**src/rtl/core/tcp_stream_segment_planner_core_macros.svh**
```systemverilog
// ---------------------------------------------------------------------------
// Assertion macros for the segment planner
// Shared concurrent assertion forms, clocked on aclk and held off in reset.
// ---------------------------------------------------------------------------
`ifndef TCP_STREAM_SEGMENT_PLANNER_CORE_MACROS_SVH
`define TCP_STREAM_SEGMENT_PLANNER_CORE_MACROS_SVH

// Checks a property at every rising edge of aclk outside of reset.
`define TSSP_ASSERT(lbl, prop, msg) \
    lbl: assert property (@(posedge aclk) disable iff (!aresetn) (prop)) else $error(msg);

// Checks that a condition is followed in the next cycle by another one.
`define TSSP_ASSERT_NEXT(lbl, cond, nxt, msg) \
    lbl: assert property (@(posedge aclk) disable iff (!aresetn) (cond) |=> (nxt)) \
        else $error(msg);

`endif

```
**src/rtl/core/tssp_pkg.sv**
```systemverilog
// ---------------------------------------------------------------------------
// Segment planner package
// Field widths, mode and register codes, and the control/status bundles.
// ---------------------------------------------------------------------------
`timescale 1ns / 1ps

package tssp_pkg;

    // Field widths.
    localparam int LEN_W    = 13;
    localparam int PARTS_W  = 6;
    localparam int SEQ_W    = 32;
    localparam int IDENT_W  = 16;
    localparam int MODE_W   = 2;
    localparam int MAXSEG_W = 11;

    // Packed bus widths, rounded up to whole bytes.
    localparam int IN_FIELDS_W  = LEN_W + PARTS_W + SEQ_W + IDENT_W;
    localparam int IN_DATA_W    = ((IN_FIELDS_W + 7) / 8) * 8;
    localparam int OUT_FIELDS_W = LEN_W + LEN_W + SEQ_W + IDENT_W;
    localparam int OUT_DATA_W   = ((OUT_FIELDS_W + 7) / 8) * 8;

    // Configuration port.
    localparam int CFG_IDX_W  = 2;
    localparam int CFG_DATA_W = MAXSEG_W;
    localparam logic [CFG_IDX_W-1:0] CFG_DIVIDE_MODE = 2'd0;
    localparam logic [CFG_IDX_W-1:0] CFG_MAX_SEGMENT = 2'd1;

    // Division modes.
    typedef logic [MODE_W-1:0] mode_t;
    localparam mode_t MODE_EQUAL   = 2'd0;
    localparam mode_t MODE_GROW    = 2'd1;
    localparam mode_t MODE_OVERLAP = 2'd2;
    localparam mode_t MODE_INVALID = 2'd3;

    localparam mode_t                MODE_RESET   = MODE_EQUAL;
    localparam logic [MAXSEG_W-1:0]  MAXSEG_RESET = 11'd1460;

    // Segment sizing constants.
    localparam logic [LEN_W-1:0]   FALLBACK_BYTES = 13'd1450;
    localparam logic [LEN_W-1:0]   GROW_STEP      = 13'd50;
    localparam logic [LEN_W-1:0]   OVERLAP_BYTES  = 13'd10;
    localparam logic [PARTS_W-1:0] MAX_REGULAR    = 6'd63;
    localparam int                 FALLBACK_MAX   = ((2 ** LEN_W) - 1) / 1450;

    // Divider step counter width; the divider makes one quotient bit per step.
    localparam int DIV_CNT_W = $clog2(LEN_W);

    // Commands from the controller to the datapath.
    typedef struct packed {
        logic load;
        logic div_step;
        logic setup;
        logic emit;
    } tssp_cmd_t;

    // Status from the datapath to the controller.
    typedef struct packed {
        logic len_zero;
        logic div_last;
        logic reg_avail;
        logic rem_avail;
        logic out_free;
    } tssp_sts_t;

    // Number of whole fallback pieces in a stream: a handful of constant compares.
    function automatic logic [PARTS_W-1:0] fallback_count(input logic [LEN_W-1:0] len);
        logic [PARTS_W-1:0] n;
        n = '0;
        for (int k = 1; k <= FALLBACK_MAX; k++) begin
            if (32'(len) >= 32'(k) * 32'(FALLBACK_BYTES)) begin
                n = PARTS_W'(k);
            end
        end
        return n;
    endfunction

endpackage

```
**src/rtl/core/tssp_ctrl.sv**
```systemverilog
// ---------------------------------------------------------------------------
// Segment planner controller
// Sequences load, equal-share division, setup and descriptor emission.
// ---------------------------------------------------------------------------
`timescale 1ns / 1ps
`include "tcp_stream_segment_planner_core_macros.svh"

module tssp_ctrl (
    input  logic              aclk,
    input  logic              aresetn,
    input  logic              in_valid,
    output logic              in_ready,
    input  tssp_pkg::mode_t   mode,
    input  tssp_pkg::tssp_sts_t sts,
    output tssp_pkg::tssp_cmd_t cmd
);
    import tssp_pkg::*;

    typedef enum logic [4:0] {
        ST_IDLE   = 5'b00001,
        ST_START  = 5'b00010,
        ST_DIVIDE = 5'b00100,
        ST_SETUP  = 5'b01000,
        ST_EMIT   = 5'b10000
    } state_t;

    state_t state_reg;
    state_t state_next;

    assign in_ready = (state_reg == ST_IDLE);

    // Next state and commands.
    always_comb begin
        state_next   = state_reg;
        cmd          = '0;
        case (state_reg)
            ST_IDLE: begin
                if (in_valid) begin
                    cmd.load   = 1'b1;
                    state_next = ST_START;
                end
            end
            ST_START: begin
                if (mode == MODE_INVALID || sts.len_zero) begin
                    state_next = ST_IDLE;
                end else if (mode == MODE_EQUAL) begin
                    state_next = ST_DIVIDE;
                end else begin
                    state_next = ST_EMIT;
                end
            end
            ST_DIVIDE: begin
                cmd.div_step = 1'b1;
                if (sts.div_last) begin
                    state_next = ST_SETUP;
                end
            end
            ST_SETUP: begin
                cmd.setup  = 1'b1;
                state_next = ST_EMIT;
            end
            ST_EMIT: begin
                if (!sts.reg_avail && !sts.rem_avail) begin
                    state_next = ST_IDLE;
                end else if (sts.out_free) begin
                    cmd.emit = 1'b1;
                    // The remainder piece closes the run.
                    if (!sts.reg_avail) begin
                        state_next = ST_IDLE;
                    end
                end
            end
            default: begin
                state_next = ST_IDLE;
            end
        endcase
    end

    // State register.
    always_ff @(posedge aclk) begin
        if (!aresetn) begin
            state_reg <= ST_IDLE;
        end else begin
            state_reg <= state_next;
        end
    end

    `TSSP_ASSERT_NEXT(a_accept_starts, in_valid && in_ready, state_reg == ST_START, "accepted item did not start")
    `TSSP_ASSERT_NEXT(a_remainder_ends, cmd.emit && !sts.reg_avail, state_reg == ST_IDLE, "run continued after remainder")
    `TSSP_ASSERT(a_emit_needs_room, !cmd.emit || sts.out_free, "descriptor issued into full output")

endmodule

```
**src/rtl/core/tssp_dp.sv**
```systemverilog
// ---------------------------------------------------------------------------
// Segment planner datapath
// Holds the stream state, a bit-serial divider and the output register.
// ---------------------------------------------------------------------------
`timescale 1ns / 1ps
`include "tcp_stream_segment_planner_core_macros.svh"

module tssp_dp #(
    parameter int unsigned MAX_STREAM_BYTES = 4096
) (
    input  logic                              aclk,
    input  logic                              aresetn,
    input  tssp_pkg::mode_t                   mode,
    input  logic [tssp_pkg::MAXSEG_W-1:0]     max_seg,
    input  logic [tssp_pkg::LEN_W-1:0]        in_len,
    input  logic [tssp_pkg::PARTS_W-1:0]      in_parts,
    input  logic [tssp_pkg::SEQ_W-1:0]        in_seq,
    input  logic [tssp_pkg::IDENT_W-1:0]      in_ident,
    input  tssp_pkg::tssp_cmd_t               cmd,
    output tssp_pkg::tssp_sts_t               sts,
    input  logic                              out_ready,
    output logic                              out_valid,
    output logic [tssp_pkg::LEN_W-1:0]        out_offset,
    output logic [tssp_pkg::LEN_W-1:0]        out_bytes,
    output logic [tssp_pkg::SEQ_W-1:0]        out_seq,
    output logic [tssp_pkg::IDENT_W-1:0]      out_ident,
    output logic                              out_last
);
    import tssp_pkg::*;

    // Stream state.
    logic [LEN_W-1:0]     len_reg;
    logic [PARTS_W-1:0]   parts_reg;
    logic [SEQ_W-1:0]     seq_reg;
    logic [IDENT_W-1:0]   ident_reg;
    logic [LEN_W-1:0]     off_reg;
    logic [LEN_W-1:0]     size_reg;
    logic [PARTS_W-1:0]   n_reg;
    logic [PARTS_W-1:0]   cnt_reg;
    logic                 piece_even_reg;

    // Divider state.
    logic [PARTS_W-1:0]   rem_reg;
    logic [LEN_W-1:0]     quot_reg;
    logic [DIV_CNT_W-1:0] div_cnt_reg;

    // Output register.
    logic                 out_valid_reg;
    logic [LEN_W-1:0]     out_offset_reg;
    logic [LEN_W-1:0]     out_bytes_reg;
    logic [SEQ_W-1:0]     out_seq_reg;
    logic [IDENT_W-1:0]   out_ident_reg;
    logic                 out_last_reg;

    logic [LEN_W-1:0]     len_sat;
    logic                 is_equal;
    logic                 is_overlap;
    logic [LEN_W:0]       sum_os;
    logic [LEN_W:0]       end_pos;
    logic                 reg_last;
    logic [LEN_W-1:0]     emit_bytes;
    logic                 emit_last;
    logic [LEN_W-1:0]     off_step;
    logic [LEN_W:0]       grow_sum;
    logic                 grow_ok;
    logic [PARTS_W+1:0]   trial;
    logic                 take;
    logic [PARTS_W-1:0]   rem_new;
    logic                 share_zero;
    logic                 share_over;
    logic                 out_free;

    // Lengths above the stream buffer size saturate.
    assign len_sat = (32'(in_len) > MAX_STREAM_BYTES) ? LEN_W'(MAX_STREAM_BYTES) : in_len;

    // Piece selection and stepping.
    always_comb begin
        is_equal   = (mode == MODE_EQUAL);
        is_overlap = (mode == MODE_OVERLAP);
        sum_os     = {1'b0, off_reg} + {1'b0, size_reg};

        sts.len_zero  = (len_reg == '0);
        sts.div_last  = (div_cnt_reg == DIV_CNT_W'(LEN_W - 1));
        sts.rem_avail = (off_reg < len_reg);
        sts.reg_avail = (cnt_reg != MAX_REGULAR)
                        && (is_equal ? (n_reg != '0) : (sum_os < {1'b0, len_reg}));

        // An equal piece is last when it is the final one and ends the stream exactly.
        reg_last   = is_equal && (n_reg == PARTS_W'(1)) && (sum_os == {1'b0, len_reg});
        emit_bytes = sts.reg_avail ? size_reg : (len_reg - off_reg);
        emit_last  = sts.reg_avail ? reg_last : 1'b1;
        end_pos    = {1'b0, off_reg} + {1'b0, emit_bytes};

        // Overlap mode steps back on every second piece.
        off_step = (is_overlap && piece_even_reg) ? (size_reg - OVERLAP_BYTES) : size_reg;
        grow_sum = {1'b0, size_reg} + {1'b0, GROW_STEP};
        grow_ok  = (grow_sum < (LEN_W + 1)'(max_seg));

        out_free     = !out_valid_reg || out_ready;
        sts.out_free = out_free;
    end

    // One restoring division step per cycle.
    always_comb begin
        trial   = {1'b0, rem_reg, quot_reg[LEN_W-1]} - {2'b00, parts_reg};
        take    = !trial[PARTS_W+1];
        rem_new = take ? trial[PARTS_W-1:0] : {rem_reg[PARTS_W-2:0], quot_reg[LEN_W-1]};
    end

    // Share checks after division.
    always_comb begin
        share_zero = (parts_reg == '0) || (quot_reg == '0);
        share_over = (quot_reg > LEN_W'(max_seg));
    end

    // Stream and divider registers.
    always_ff @(posedge aclk) begin
        if (cmd.load) begin
            len_reg        <= len_sat;
            parts_reg      <= in_parts;
            seq_reg        <= in_seq;
            ident_reg      <= in_ident;
            off_reg        <= '0;
            size_reg       <= GROW_STEP;
            n_reg          <= '0;
            cnt_reg        <= '0;
            piece_even_reg <= 1'b0;
            rem_reg        <= '0;
            quot_reg       <= len_sat;
            div_cnt_reg    <= '0;
        end else if (cmd.div_step) begin
            rem_reg     <= rem_new;
            quot_reg    <= {quot_reg[LEN_W-2:0], take};
            div_cnt_reg <= div_cnt_reg + DIV_CNT_W'(1);
        end else if (cmd.setup) begin
            if (share_zero) begin
                n_reg <= '0;
            end else if (share_over) begin
                size_reg <= FALLBACK_BYTES;
                n_reg    <= fallback_count(len_reg);
            end else begin
                size_reg <= quot_reg;
                n_reg    <= parts_reg;
            end
        end else if (cmd.emit && sts.reg_avail) begin
            seq_reg   <= seq_reg + SEQ_W'(size_reg);
            ident_reg <= ident_reg + IDENT_W'(1);
            cnt_reg   <= cnt_reg + PARTS_W'(1);
            if (is_equal) begin
                off_reg <= sum_os[LEN_W-1:0];
                n_reg   <= n_reg - PARTS_W'(1);
            end else begin
                off_reg        <= off_reg + off_step;
                piece_even_reg <= !piece_even_reg;
                if (grow_ok) begin
                    size_reg <= grow_sum[LEN_W-1:0];
                end
            end
        end
    end

    // Output register payload.
    always_ff @(posedge aclk) begin
        if (cmd.emit) begin
            out_offset_reg <= off_reg;
            out_bytes_reg  <= emit_bytes;
            out_seq_reg    <= seq_reg;
            out_ident_reg  <= ident_reg;
            out_last_reg   <= emit_last;
        end
    end

    // Output register valid flag.
    always_ff @(posedge aclk) begin
        if (!aresetn) begin
            out_valid_reg <= 1'b0;
        end else if (cmd.emit) begin
            out_valid_reg <= 1'b1;
        end else if (out_ready) begin
            out_valid_reg <= 1'b0;
        end
    end

    assign out_valid  = out_valid_reg;
    assign out_offset = out_offset_reg;
    assign out_bytes  = out_bytes_reg;
    assign out_seq    = out_seq_reg;
    assign out_ident  = out_ident_reg;
    assign out_last   = out_last_reg;

    `TSSP_ASSERT(a_piece_in_stream, !cmd.emit || (end_pos <= {1'b0, len_reg}), "piece runs past stream end")
    `TSSP_ASSERT(a_last_ends_stream, !(cmd.emit && emit_last) || (end_pos == {1'b0, len_reg}), "last piece does not end stream")
    `TSSP_ASSERT_NEXT(a_emit_fills_output, cmd.emit, out_valid_reg, "issued item not held in output")

endmodule

```
**src/rtl/core/tcp_stream_segment_planner_core.sv**
```systemverilog
// ---------------------------------------------------------------------------
// TCP stream segment planner
// Cuts one buffered stream into a run of segment descriptors.
// ---------------------------------------------------------------------------
// One input item is taken only while the planner is idle. A start state
// decides the mode; equal mode then runs a bit-serial divider followed by a
// setup state. After that one descriptor goes into the output register
// per cycle while m_tready stays high, at most 64 descriptors per item.
// The next item is accepted as soon as a remainder piece sits in the output
// register; when an equal run ends on an exact piece, the controller checks
// once more in the emit state before it returns to idle.
// ---------------------------------------------------------------------------
`timescale 1ns / 1ps

module tcp_stream_segment_planner_core #(
    parameter int unsigned MAX_STREAM_BYTES = 4096
) (
    input  logic                                aclk,
    input  logic                                aresetn,
    // Configuration writes.
    input  logic                                cfg_valid,
    output logic                                cfg_ready,
    input  logic [tssp_pkg::CFG_IDX_W-1:0]      cfg_index,
    input  logic [tssp_pkg::CFG_DATA_W-1:0]     cfg_data,
    // Stream items.
    input  logic                                s_tvalid,
    output logic                                s_tready,
    // stream_length, part_count, start_seq, start_ident (from bit 0 up)
    input  logic [tssp_pkg::IN_DATA_W-1:0]      s_tdata,
    // Segment descriptor items.
    output logic                                m_tvalid,
    input  logic                                m_tready,
    // seg_offset, seg_bytes, seg_seq, seg_ident (from bit 0 up)
    output logic [tssp_pkg::OUT_DATA_W-1:0]     m_tdata,
    output logic                                m_tlast
);
    import tssp_pkg::*;

    mode_t                mode_reg;
    logic [MAXSEG_W-1:0]  max_seg_reg;

    logic [LEN_W-1:0]     in_len;
    logic [PARTS_W-1:0]   in_parts;
    logic [SEQ_W-1:0]     in_seq;
    logic [IDENT_W-1:0]   in_ident;

    logic [LEN_W-1:0]     out_offset;
    logic [LEN_W-1:0]     out_bytes;
    logic [SEQ_W-1:0]     out_seq;
    logic [IDENT_W-1:0]   out_ident;

    tssp_cmd_t            cmd;
    tssp_sts_t            sts;

    // Configuration registers; unknown indexes are ignored.
    assign cfg_ready = 1'b1;

    always_ff @(posedge aclk) begin
        if (!aresetn) begin
            mode_reg    <= MODE_RESET;
            max_seg_reg <= MAXSEG_RESET;
        end else if (cfg_valid) begin
            case (cfg_index)
                CFG_DIVIDE_MODE: mode_reg    <= cfg_data[MODE_W-1:0];
                CFG_MAX_SEGMENT: max_seg_reg <= cfg_data[MAXSEG_W-1:0];
                default: begin
                end
            endcase
        end
    end

    // Input field unpacking.
    assign in_len   = s_tdata[LEN_W-1:0];
    assign in_parts = s_tdata[LEN_W +: PARTS_W];
    assign in_seq   = s_tdata[LEN_W + PARTS_W +: SEQ_W];
    assign in_ident = s_tdata[LEN_W + PARTS_W + SEQ_W +: IDENT_W];

    tssp_ctrl u_ctrl (
        .aclk     (aclk),
        .aresetn  (aresetn),
        .in_valid (s_tvalid),
        .in_ready (s_tready),
        .mode     (mode_reg),
        .sts      (sts),
        .cmd      (cmd)
    );

    tssp_dp #(
        .MAX_STREAM_BYTES (MAX_STREAM_BYTES)
    ) u_dp (
        .aclk       (aclk),
        .aresetn    (aresetn),
        .mode       (mode_reg),
        .max_seg    (max_seg_reg),
        .in_len     (in_len),
        .in_parts   (in_parts),
        .in_seq     (in_seq),
        .in_ident   (in_ident),
        .cmd        (cmd),
        .sts        (sts),
        .out_ready  (m_tready),
        .out_valid  (m_tvalid),
        .out_offset (out_offset),
        .out_bytes  (out_bytes),
        .out_seq    (out_seq),
        .out_ident  (out_ident),
        .out_last   (m_tlast)
    );

    // Output field packing, zero filled to whole bytes.
    assign m_tdata = {{(OUT_DATA_W - OUT_FIELDS_W){1'b0}},
                      out_ident, out_seq, out_bytes, out_offset};

endmodule

```
**config.mk**
```make
export PLATFORM = sky130hd
export DESIGN_NAME = tcp_stream_segment_planner_core
export DESIGN_NICKNAME = d
export VERILOG_FILES = /design/src/rtl/core/tssp_pkg.sv /design/src/rtl/core/tssp_ctrl.sv /design/src/rtl/core/tssp_dp.sv /design/src/rtl/core/tcp_stream_segment_planner_core.sv
export VERILOG_INCLUDE_DIRS = /design/src /design/src/rtl/core
export SDC_FILE = /design/constraint.sdc
export NUM_CORES = 1
export LEC_CHECK = 0
export ABC_AREA = 0
export BUFFER_PORTS_ARGS = -buffer_cell sky130_fd_sc_hd__buf_2
export CORE_UTILIZATION = 56
export CTS_CLUSTER_DIAMETER = 200
export DETAILED_ROUTE_END_ITERATION = 8
export HOLD_SLACK_MARGIN = 0.08
export PLACE_DENSITY_LB_ADDON = 0.3
export REMOVE_ABC_BUFFERS = 1
export SYNTH_ARGS = -nofsm -noshare
export SYNTH_HDL_FRONTEND = slang
export SYNTH_SLANG_ARGS = --single-unit
```
**constraint.sdc**
```tcl
create_clock -name aclk -period 9.45 [get_ports aclk]
set_clock_uncertainty 0.15 [all_clocks]
set_input_delay 1.4175 -clock aclk [delete_from_list [all_inputs] [get_ports aclk]]
set_output_delay 1.4175 -clock aclk [all_outputs]
set_load 0.1 [all_outputs]
```
==> flow_metrics.py, run 1 <==
metrics = {
    "place": {
        "preCtsSetupSlack_ns": 3.32,
        "place.gp.congestion": 0.958,
        "place_inst": 1760,
        "post-dp-hpwl_um": 23200,
        "io_buffers": 161,
        "placed_cell_area_um2": 14200,
    },
    "clocking": {
        "cts_setup_buffers": 0,
        "cts_buffers": 24,
        "htreeDepth": 1,
        "cts_sinks": 223,
        "clk_pin_slew_ns": 0.06,
        "cts_resized": 0,
        "hold_buffers": 0,
        "cts_tree": "done",
        "worstSkewPairLatency_ns": 0.53,
        "clk_path_buf_depth": 3,
        "root_buffer": "clkbuf_16",
    },
    "cells_and_area": {
        "final_util": 0.656,
        "layout_common_cells": "buf_2, edfxtp_1, nand2_1",
        "area.growth.synth_to_final_pct": 14.0,
        "multiInputGateArea_um2": 6590,
        "fin_area_um2": 14900,
        "nFillCells": 1772,
        "seqCellArea_um2": 6020,
        "final_common_cell": "buf_2",
        "drive_gt1_frac": 0.164,
        "fin_nets": 1667,
        "fin_cells": 1805,
    },
    "logic_synthesis": {
        "yosysUniqueCellTypes": 69,
        "synth_edf_count": 155,
        "synth_top_area_cell": "edfxtp_1",
        "postSynth.asyncResetShare": 0,
        "seq_area_frac_synth": 0.459,
        "synthCells": 1324,
        "syn-cell-area_um2": 13100,
        "synth_area_leaders": "edfxtp_1, dfxtp_1, ha_1",
        "ys_ff_latch": 223,
        "synth_top_flop_cell": "edfxtp_1",
        "yosysWarnings": 0,
        "yosys.area.top_type_share": 0.355,
        "syn_area_per_cell_um2": 9.90,
    },
    "timing": {
        "setup_slack_ns": 3.22,
        "max_freq_mhz": 161,
        "rsz0062_at_grt": "false",
        "worstMarginPinSlew_ns": 1.20,
        "fin_crit_sh": 0.659,
        "hold_viol_final": 0,
        "whs_ns": 0.321,
        "slew_viol_final": 0,
        "min_period_ns": 6.23,
        "setup_viol": 0,
        "finalSetupTns_ns": 0,
        "slew_headroom": 0.199,
    },
    "floorplan": {
        "core_area_um2": 22800,
        "rows": 55,
        "ios": 174,
        "die_h_um": 155,
        "start_util": 0.575,
        "die_w_um": 155,
        "dieArea_um2": 24000,
    },
    "worst_setup_path": {
        "worstSetupStartpointType": "register",
        "crit_fanout": 48,
        "reg2reg_to": "u_dp.seq_reg[15]",
        "rr_startpoint": "u_dp.size_reg[0]",
        "cp_data_arrival_time_ns": 6.05,
        "path_class": "register to register",
        "critPathRequiredTime_ns": 9.27,
        "rr_worst_depth": 16,
        "reg2reg_slack_ns": 3.22,
        "end_kind": "register",
    },
    "global_route": {
        "gr-total-overflow": 0,
        "grt_pass1_wl_um": 50600,
        "grt_max_degree": 79,
        "antenna_found_initial": 1,
        "grt_pass1_vias": 9977,
        "track_usage": 0.265,
    },
    "detailed_routing": {
        "via_per_inst": 5.83,
        "first_pass_iters": 5,
        "highest_layer": "met4",
        "wl_met2_um": 14700,
        "drt-met1-wl_um": 13600,
        "ant_nets": 0,
        "drt_iter0_drc": 872,
        "via_count": 10500,
        "met3_length_um": 2400,
        "wire_per_inst_um": 17.6,
        "drc": 0,
        "drt-total-wl_um": 31700,
    },
    "pwr": {
        "leakage_nw": 5.94,
        "powerDensity_nw_per_um2": 160,
        "finalPower_mw": 2.39,
        "ir_drop_mv": 0.159,
    },
    "min_path": {
        "holdPathEnd": "u_dp.out_seq[11]",
        "whs_path_depth": 0,
        "hold_class": "register to register",
        "min_from": "u_dp.seq_reg[11]",
    },
    "run_status": {
        "status": "finished clean",
    },
    "job": {
        "cap_violations": 0,
    },
}
==> synthesized netlist by cell type (all sizes together), types with 5 or more instances <==
cell	number
o221ai	5
a31oi	18
nand2b	11
or3	12
a21o	14
o31ai	12
nor2b	31
mux2	17
xnor2	54
nand4	22
o21a	18
or2	6
inv	77
o21bai	6
clkbuf	38
nand2	140
nor4	9
a211oi	27
mux2i	10
dfxtp	68
and2	6
ha	99
nor3	24
o31a	5
a21oi	62
o211ai	14
a21boi	8
o21ai	105
and3	16
buf	14
nand3	32
fa	5
nor3b	8
edfxtp	155
nor2	89
xor2	39
==> area by class of cell <==
class	instances	share of cell area
multi-input combinational	977	0.441
clock buffer	29	0.0421
timing repair buffer	170	0.0584
inverter	77	0.0195
clock inverter	15	0.00971
tap	313	0.0262
sequential	223	0.403
antenna	1	0.000167
==> how the worst max path moves through the flow <==
stage	startpoint	slack, ns	to
finish	u_dp.size_reg[0]	3.22	u_dp.seq_reg[15]
floorplan	u_dp.size_reg[0]	2.21	u_dp.out_bytes[0]
global route	u_dp.size_reg[0]	2.92	u_dp.seq_reg[26]
global placement	u_dp.size_reg[0]	3.43	u_dp.seq_reg[31]
detailed placement	u_dp.size_reg[0]	3.32	u_dp.seq_reg[27]
CTS	u_dp.size_reg[0]	3.30	u_dp.seq_reg[25]
==> logic make-up (layout without fill, tap and decap cells) <==
logic type | after synthesis | after routing | synth area share
AOI/OAI and AO/OA | 325 | 325 | 0.158
xor gates and xnor gates | 93 | 93 | 0.0622
adders and majority gates | 104 | 104 | 0.102
buffers and inverters | 129 | 291 | 0.0402
DFF | 223 | 223 | 0.459
muxes | 27 | 27 | 0.0222
other | 2 | 8 | 0.000573
and+or+nand+nor | 421 | 421 | 0.156
==> worst max-delay path, cell delays in order (launching register included) <==
cell and delay [ns]:
dfxtp_1 0.46, ha_1 0.36, fa_1 0.46, a211o_1 0.36, a21o_1 0.19, a41o_1 0.26
a21o_1 0.19, a21oi_1 0.18, xnor2_1 0.13, ha_1 0.32, nand4_1 0.09, nor2_1 0.19
nand2_1 0.08, o211a_1 0.22, a31oi_1 0.38, nand2b_1 0.73, nand2_2 0.90
==> per-layer routing <==
metal	vias to the layer above	track usage
met5	-	0
met4	0	0.100
met3	80	0.0337
met2	433	0.437
met1	4899	0.356
li1	5119	-
==> power by group <==
part / leakage (nW) / internal (mW) / switching, mW / total, mW
registers: 1.99 / 1.12 / 0.0491 / 1.17
logic: 3.57 / 0.116 / 0.190 / 0.306
clock network: 0.374 / 0.532 / 0.389 / 0.922
Note: power is estimated with default switching activity, not from simulation.
==> run 2: changes to the inputs <==
- CORE_UTILIZATION: 56 -> 53
- clock period: 9.45 -> 5.1 ns (I/O delays scaled with it)
==> run 2 against run 1 <==
First-iteration DRC count increased by 6.4%. Fmax increased by 28%. Non-clock buffer count increased by 17. Global-route usage decreased by 0.51 points. Via count increased by 0.14%. Worst hold slack got worse by 0.079 ns. Power increased by 91%. Combinational power increased by 86%. Flip-flop and latch count unchanged. Wire length increased by 4.9%.
==> flow_metrics.py, run 2 (synthesis gave the netlist of run 1 again) <==
metrics = {
    "timing": {
        "min_period_ns": 4.86,
        "setup_viol": 0,
        "setup_slack_ns": 0.238,
        "slew_headroom": 0.276,
        "max_freq_mhz": 206,
        "worstMarginPinSlew_ns": 1.09,
        "fin_crit_sh": 0.953,
        "rsz0062_at_grt": "false",
        "finalSetupTns_ns": 0,
        "hold_viol_final": 0,
        "slew_viol_final": 0,
        "whs_ns": 0.242,
    },
    "worst_setup_path": {
        "critPathRequiredTime_ns": 5.18,
        "startpoint": "u_dp.off_reg[0]",
        "rr_worst_depth": 19,
        "critPathTopFamily": "compound AO/OA/AOI/OAI gates",
        "worst_path_most_repeated_cell": "a21oi_1",
        "slowest_delay_ns": 0.45,
        "rr_startpoint": "u_dp.off_reg[0]",
        "critPathCapture": "u_dp.out_seq[31]",
        "crit_chain": "ha_1 -> fa_1 -> a211o_1 -> a21o_1 -> a41o_1 -> a21o_1 -> a21oi_1 -> xnor2_1 -> ha_1 -> nand4_1 -> nor2_1 -> a21oi_1 -> o211a_1 -> a31oi_1 -> buf_4 -> nor3b_2 -> a21oi_1 -> nor2_4 -> buf_6",
        "end_kind": "register",
        "path_class": "register to register",
        "path_depth": 19,
        "reg2reg_slack_ns": 0.24,
        "worstSetupStartpointType": "register",
        "slowest_stage": "fa_1",
        "reg2reg_to": "u_dp.out_seq[31]",
        "cp_num_buf_inv": 2,
        "cp_data_arrival_time_ns": 4.94,
        "crit_fanout": 22,
    },
    "pwr": {
        "leakage_nw": 6.08,
        "p_sw_mw": 1.18,
        "internal-power_mw": 3.39,
        "ir_drop_mv": 0.213,
        "powerDensity_nw_per_um2": 301,
        "clkPwrFrac": 0.403,
        "power_switching_share": 0.258,
        "comb_power_share": 0.125,
        "pwr-share-seq": 0.472,
    },
    "floorplan": {
        "core_area_um2": 24300,
        "rows": 57,
        "die_h_um": 159,
        "die_w_um": 159,
        "ios": 174,
        "dieArea_um2": 25400,
        "start_util": 0.539,
    },
    "global_route": {
        "grt_pass1_wl_um": 52400,
        "grt_max_degree": 96,
        "grt_pass1_vias": 9864,
        "antenna_found_initial": 1,
        "track_usage": 0.260,
        "gr-total-overflow": 0,
    },
    "clocking": {
        "clk_pin_slew_ns": 0.06,
        "worstSkewPairLatency_ns": 0.55,
        "htreeDepth": 1,
        "root_buffer": "clkbuf_16",
        "clk_path_buf_depth": 3,
        "hold_buffers": 0,
        "cts_buffers": 25,
        "cts_tree": "done",
        "cts_resized": 0,
        "cts_setup_buffers": 0,
        "cts_sinks": 223,
    },
    "cells_and_area": {
        "final_util": 0.625,
        "drive_gt1_frac": 0.174,
        "fin_nets": 1685,
        "layout_common_cells": "buf_2, edfxtp_1, nand2_1",
        "final_common_cell": "buf_2",
        "area.growth.synth_to_final_pct": 16.0,
    },
    "place": {
        "io_buffers": 161,
        "place.gp.congestion": 0.950,
        "preCtsSetupSlack_ns": 0.262,
        "post-dp-hpwl_um": 24500,
    },
    "detailed_routing": {
        "via_per_inst": 5.75,
        "drt_iter0_drc": 928,
        "ant_nets": 0,
        "drt-total-wl_um": 33300,
        "first_pass_iters": 5,
        "drc": 0,
        "via_count": 10500,
        "wire_per_inst_um": 18.1,
    },
    "min_path": {
        "hold_class": "input pin to register",
        "whs_path_depth": 1,
    },
    "job": {
        "cap_violations": 0,
    },
    "run_status": {
        "status": "finished clean",
    },
}
==> run 2: changes by cell type in the layout (fill, tap and decap cells not counted), moves of 2 or more <==
| cell | previous run | this run |
|---|---|---|
| clkbuf_16 | 24 | 26 |
| bufinv_16 | 2 | 4 |
| buf_4 | 9 | 22 |
| clkinv_1 | 2 | 4 |
| clkinvlp_4 | 3 | 0 |
| buf_12 | 0 | 2 |
==> run 2: how the worst min path moves through the flow <==
stage                                 from                 to
after floorplan            u_dp.seq_reg[0]    u_dp.out_seq[0]
after global placement    u_dp.seq_reg[11]   u_dp.out_seq[11]
after detailed placement  u_dp.seq_reg[12]   u_dp.out_seq[12]
after CTS                      s_tdata[14]  u_dp.parts_reg[1]
after global routing           s_tdata[17]  u_dp.parts_reg[4]
final                          s_tdata[14]  u_dp.parts_reg[1]
==> run 2: final cells by class <==
cell class	instances	area [um2]
clock buffer	28	637
fill	2029	9120
timing repair buffer	187	1050
tap	324	405
multi-input combinational	977	6600
sequential	223	6020
inverter	77	292
antenna	1	2.50
clock inverter	17	199
==> run 2: power groups by stage <==
stage	Combinational (mW)	Clock, mW	Sequential [mW]
final	0.570	1.85	2.16
after global routing	0.634	1.95	2.17
after CTS	0.566	1.87	2.16
after detailed placement	0.561	0	2.20
after global placement	0.549	0	2.19
after floorplan	0.403	0	2.16
==> run 2: per-stage QoR <==
step / cells / power, mW / area [um2]
after floorplan: 1277 / 2.56 / 12900
after global routing: 1834 / 4.75 / 15200
after CTS: 1832 / 4.60 / 15200
after detailed placement: 1787 / 2.76 / 14300
final: 1834 / 4.58 / 15200
after global placement: 1787 / 2.74 / 14300
==> run 2: layer usage <==
layer	routed length, um	GRT usage	vias up
met1	14700	0.358	4943
met2	15300	0.417	378
li1	-	-	5165
met3	2290	0.0399	60
met5	0	0	-
met4	959	0.0900	0
==> run 2: worst reg2reg max path, cell delays in order, from the launching register on <==
cell,delay [ns]
dfxtp_1,0.34
ha_1,0.28
fa_1,0.45
a211o_1,0.35
a21o_1,0.18
a41o_1,0.28
a21o_1,0.19
a21oi_1,0.17
xnor2_1,0.19
ha_1,0.31
nand4_1,0.10
nor2_1,0.07
a21oi_1,0.15
o211a_1,0.18
a31oi_1,0.13
buf_4,0.19
nor3b_2,0.20
a21oi_1,0.11
nor2_4,0.26
buf_6,0.27
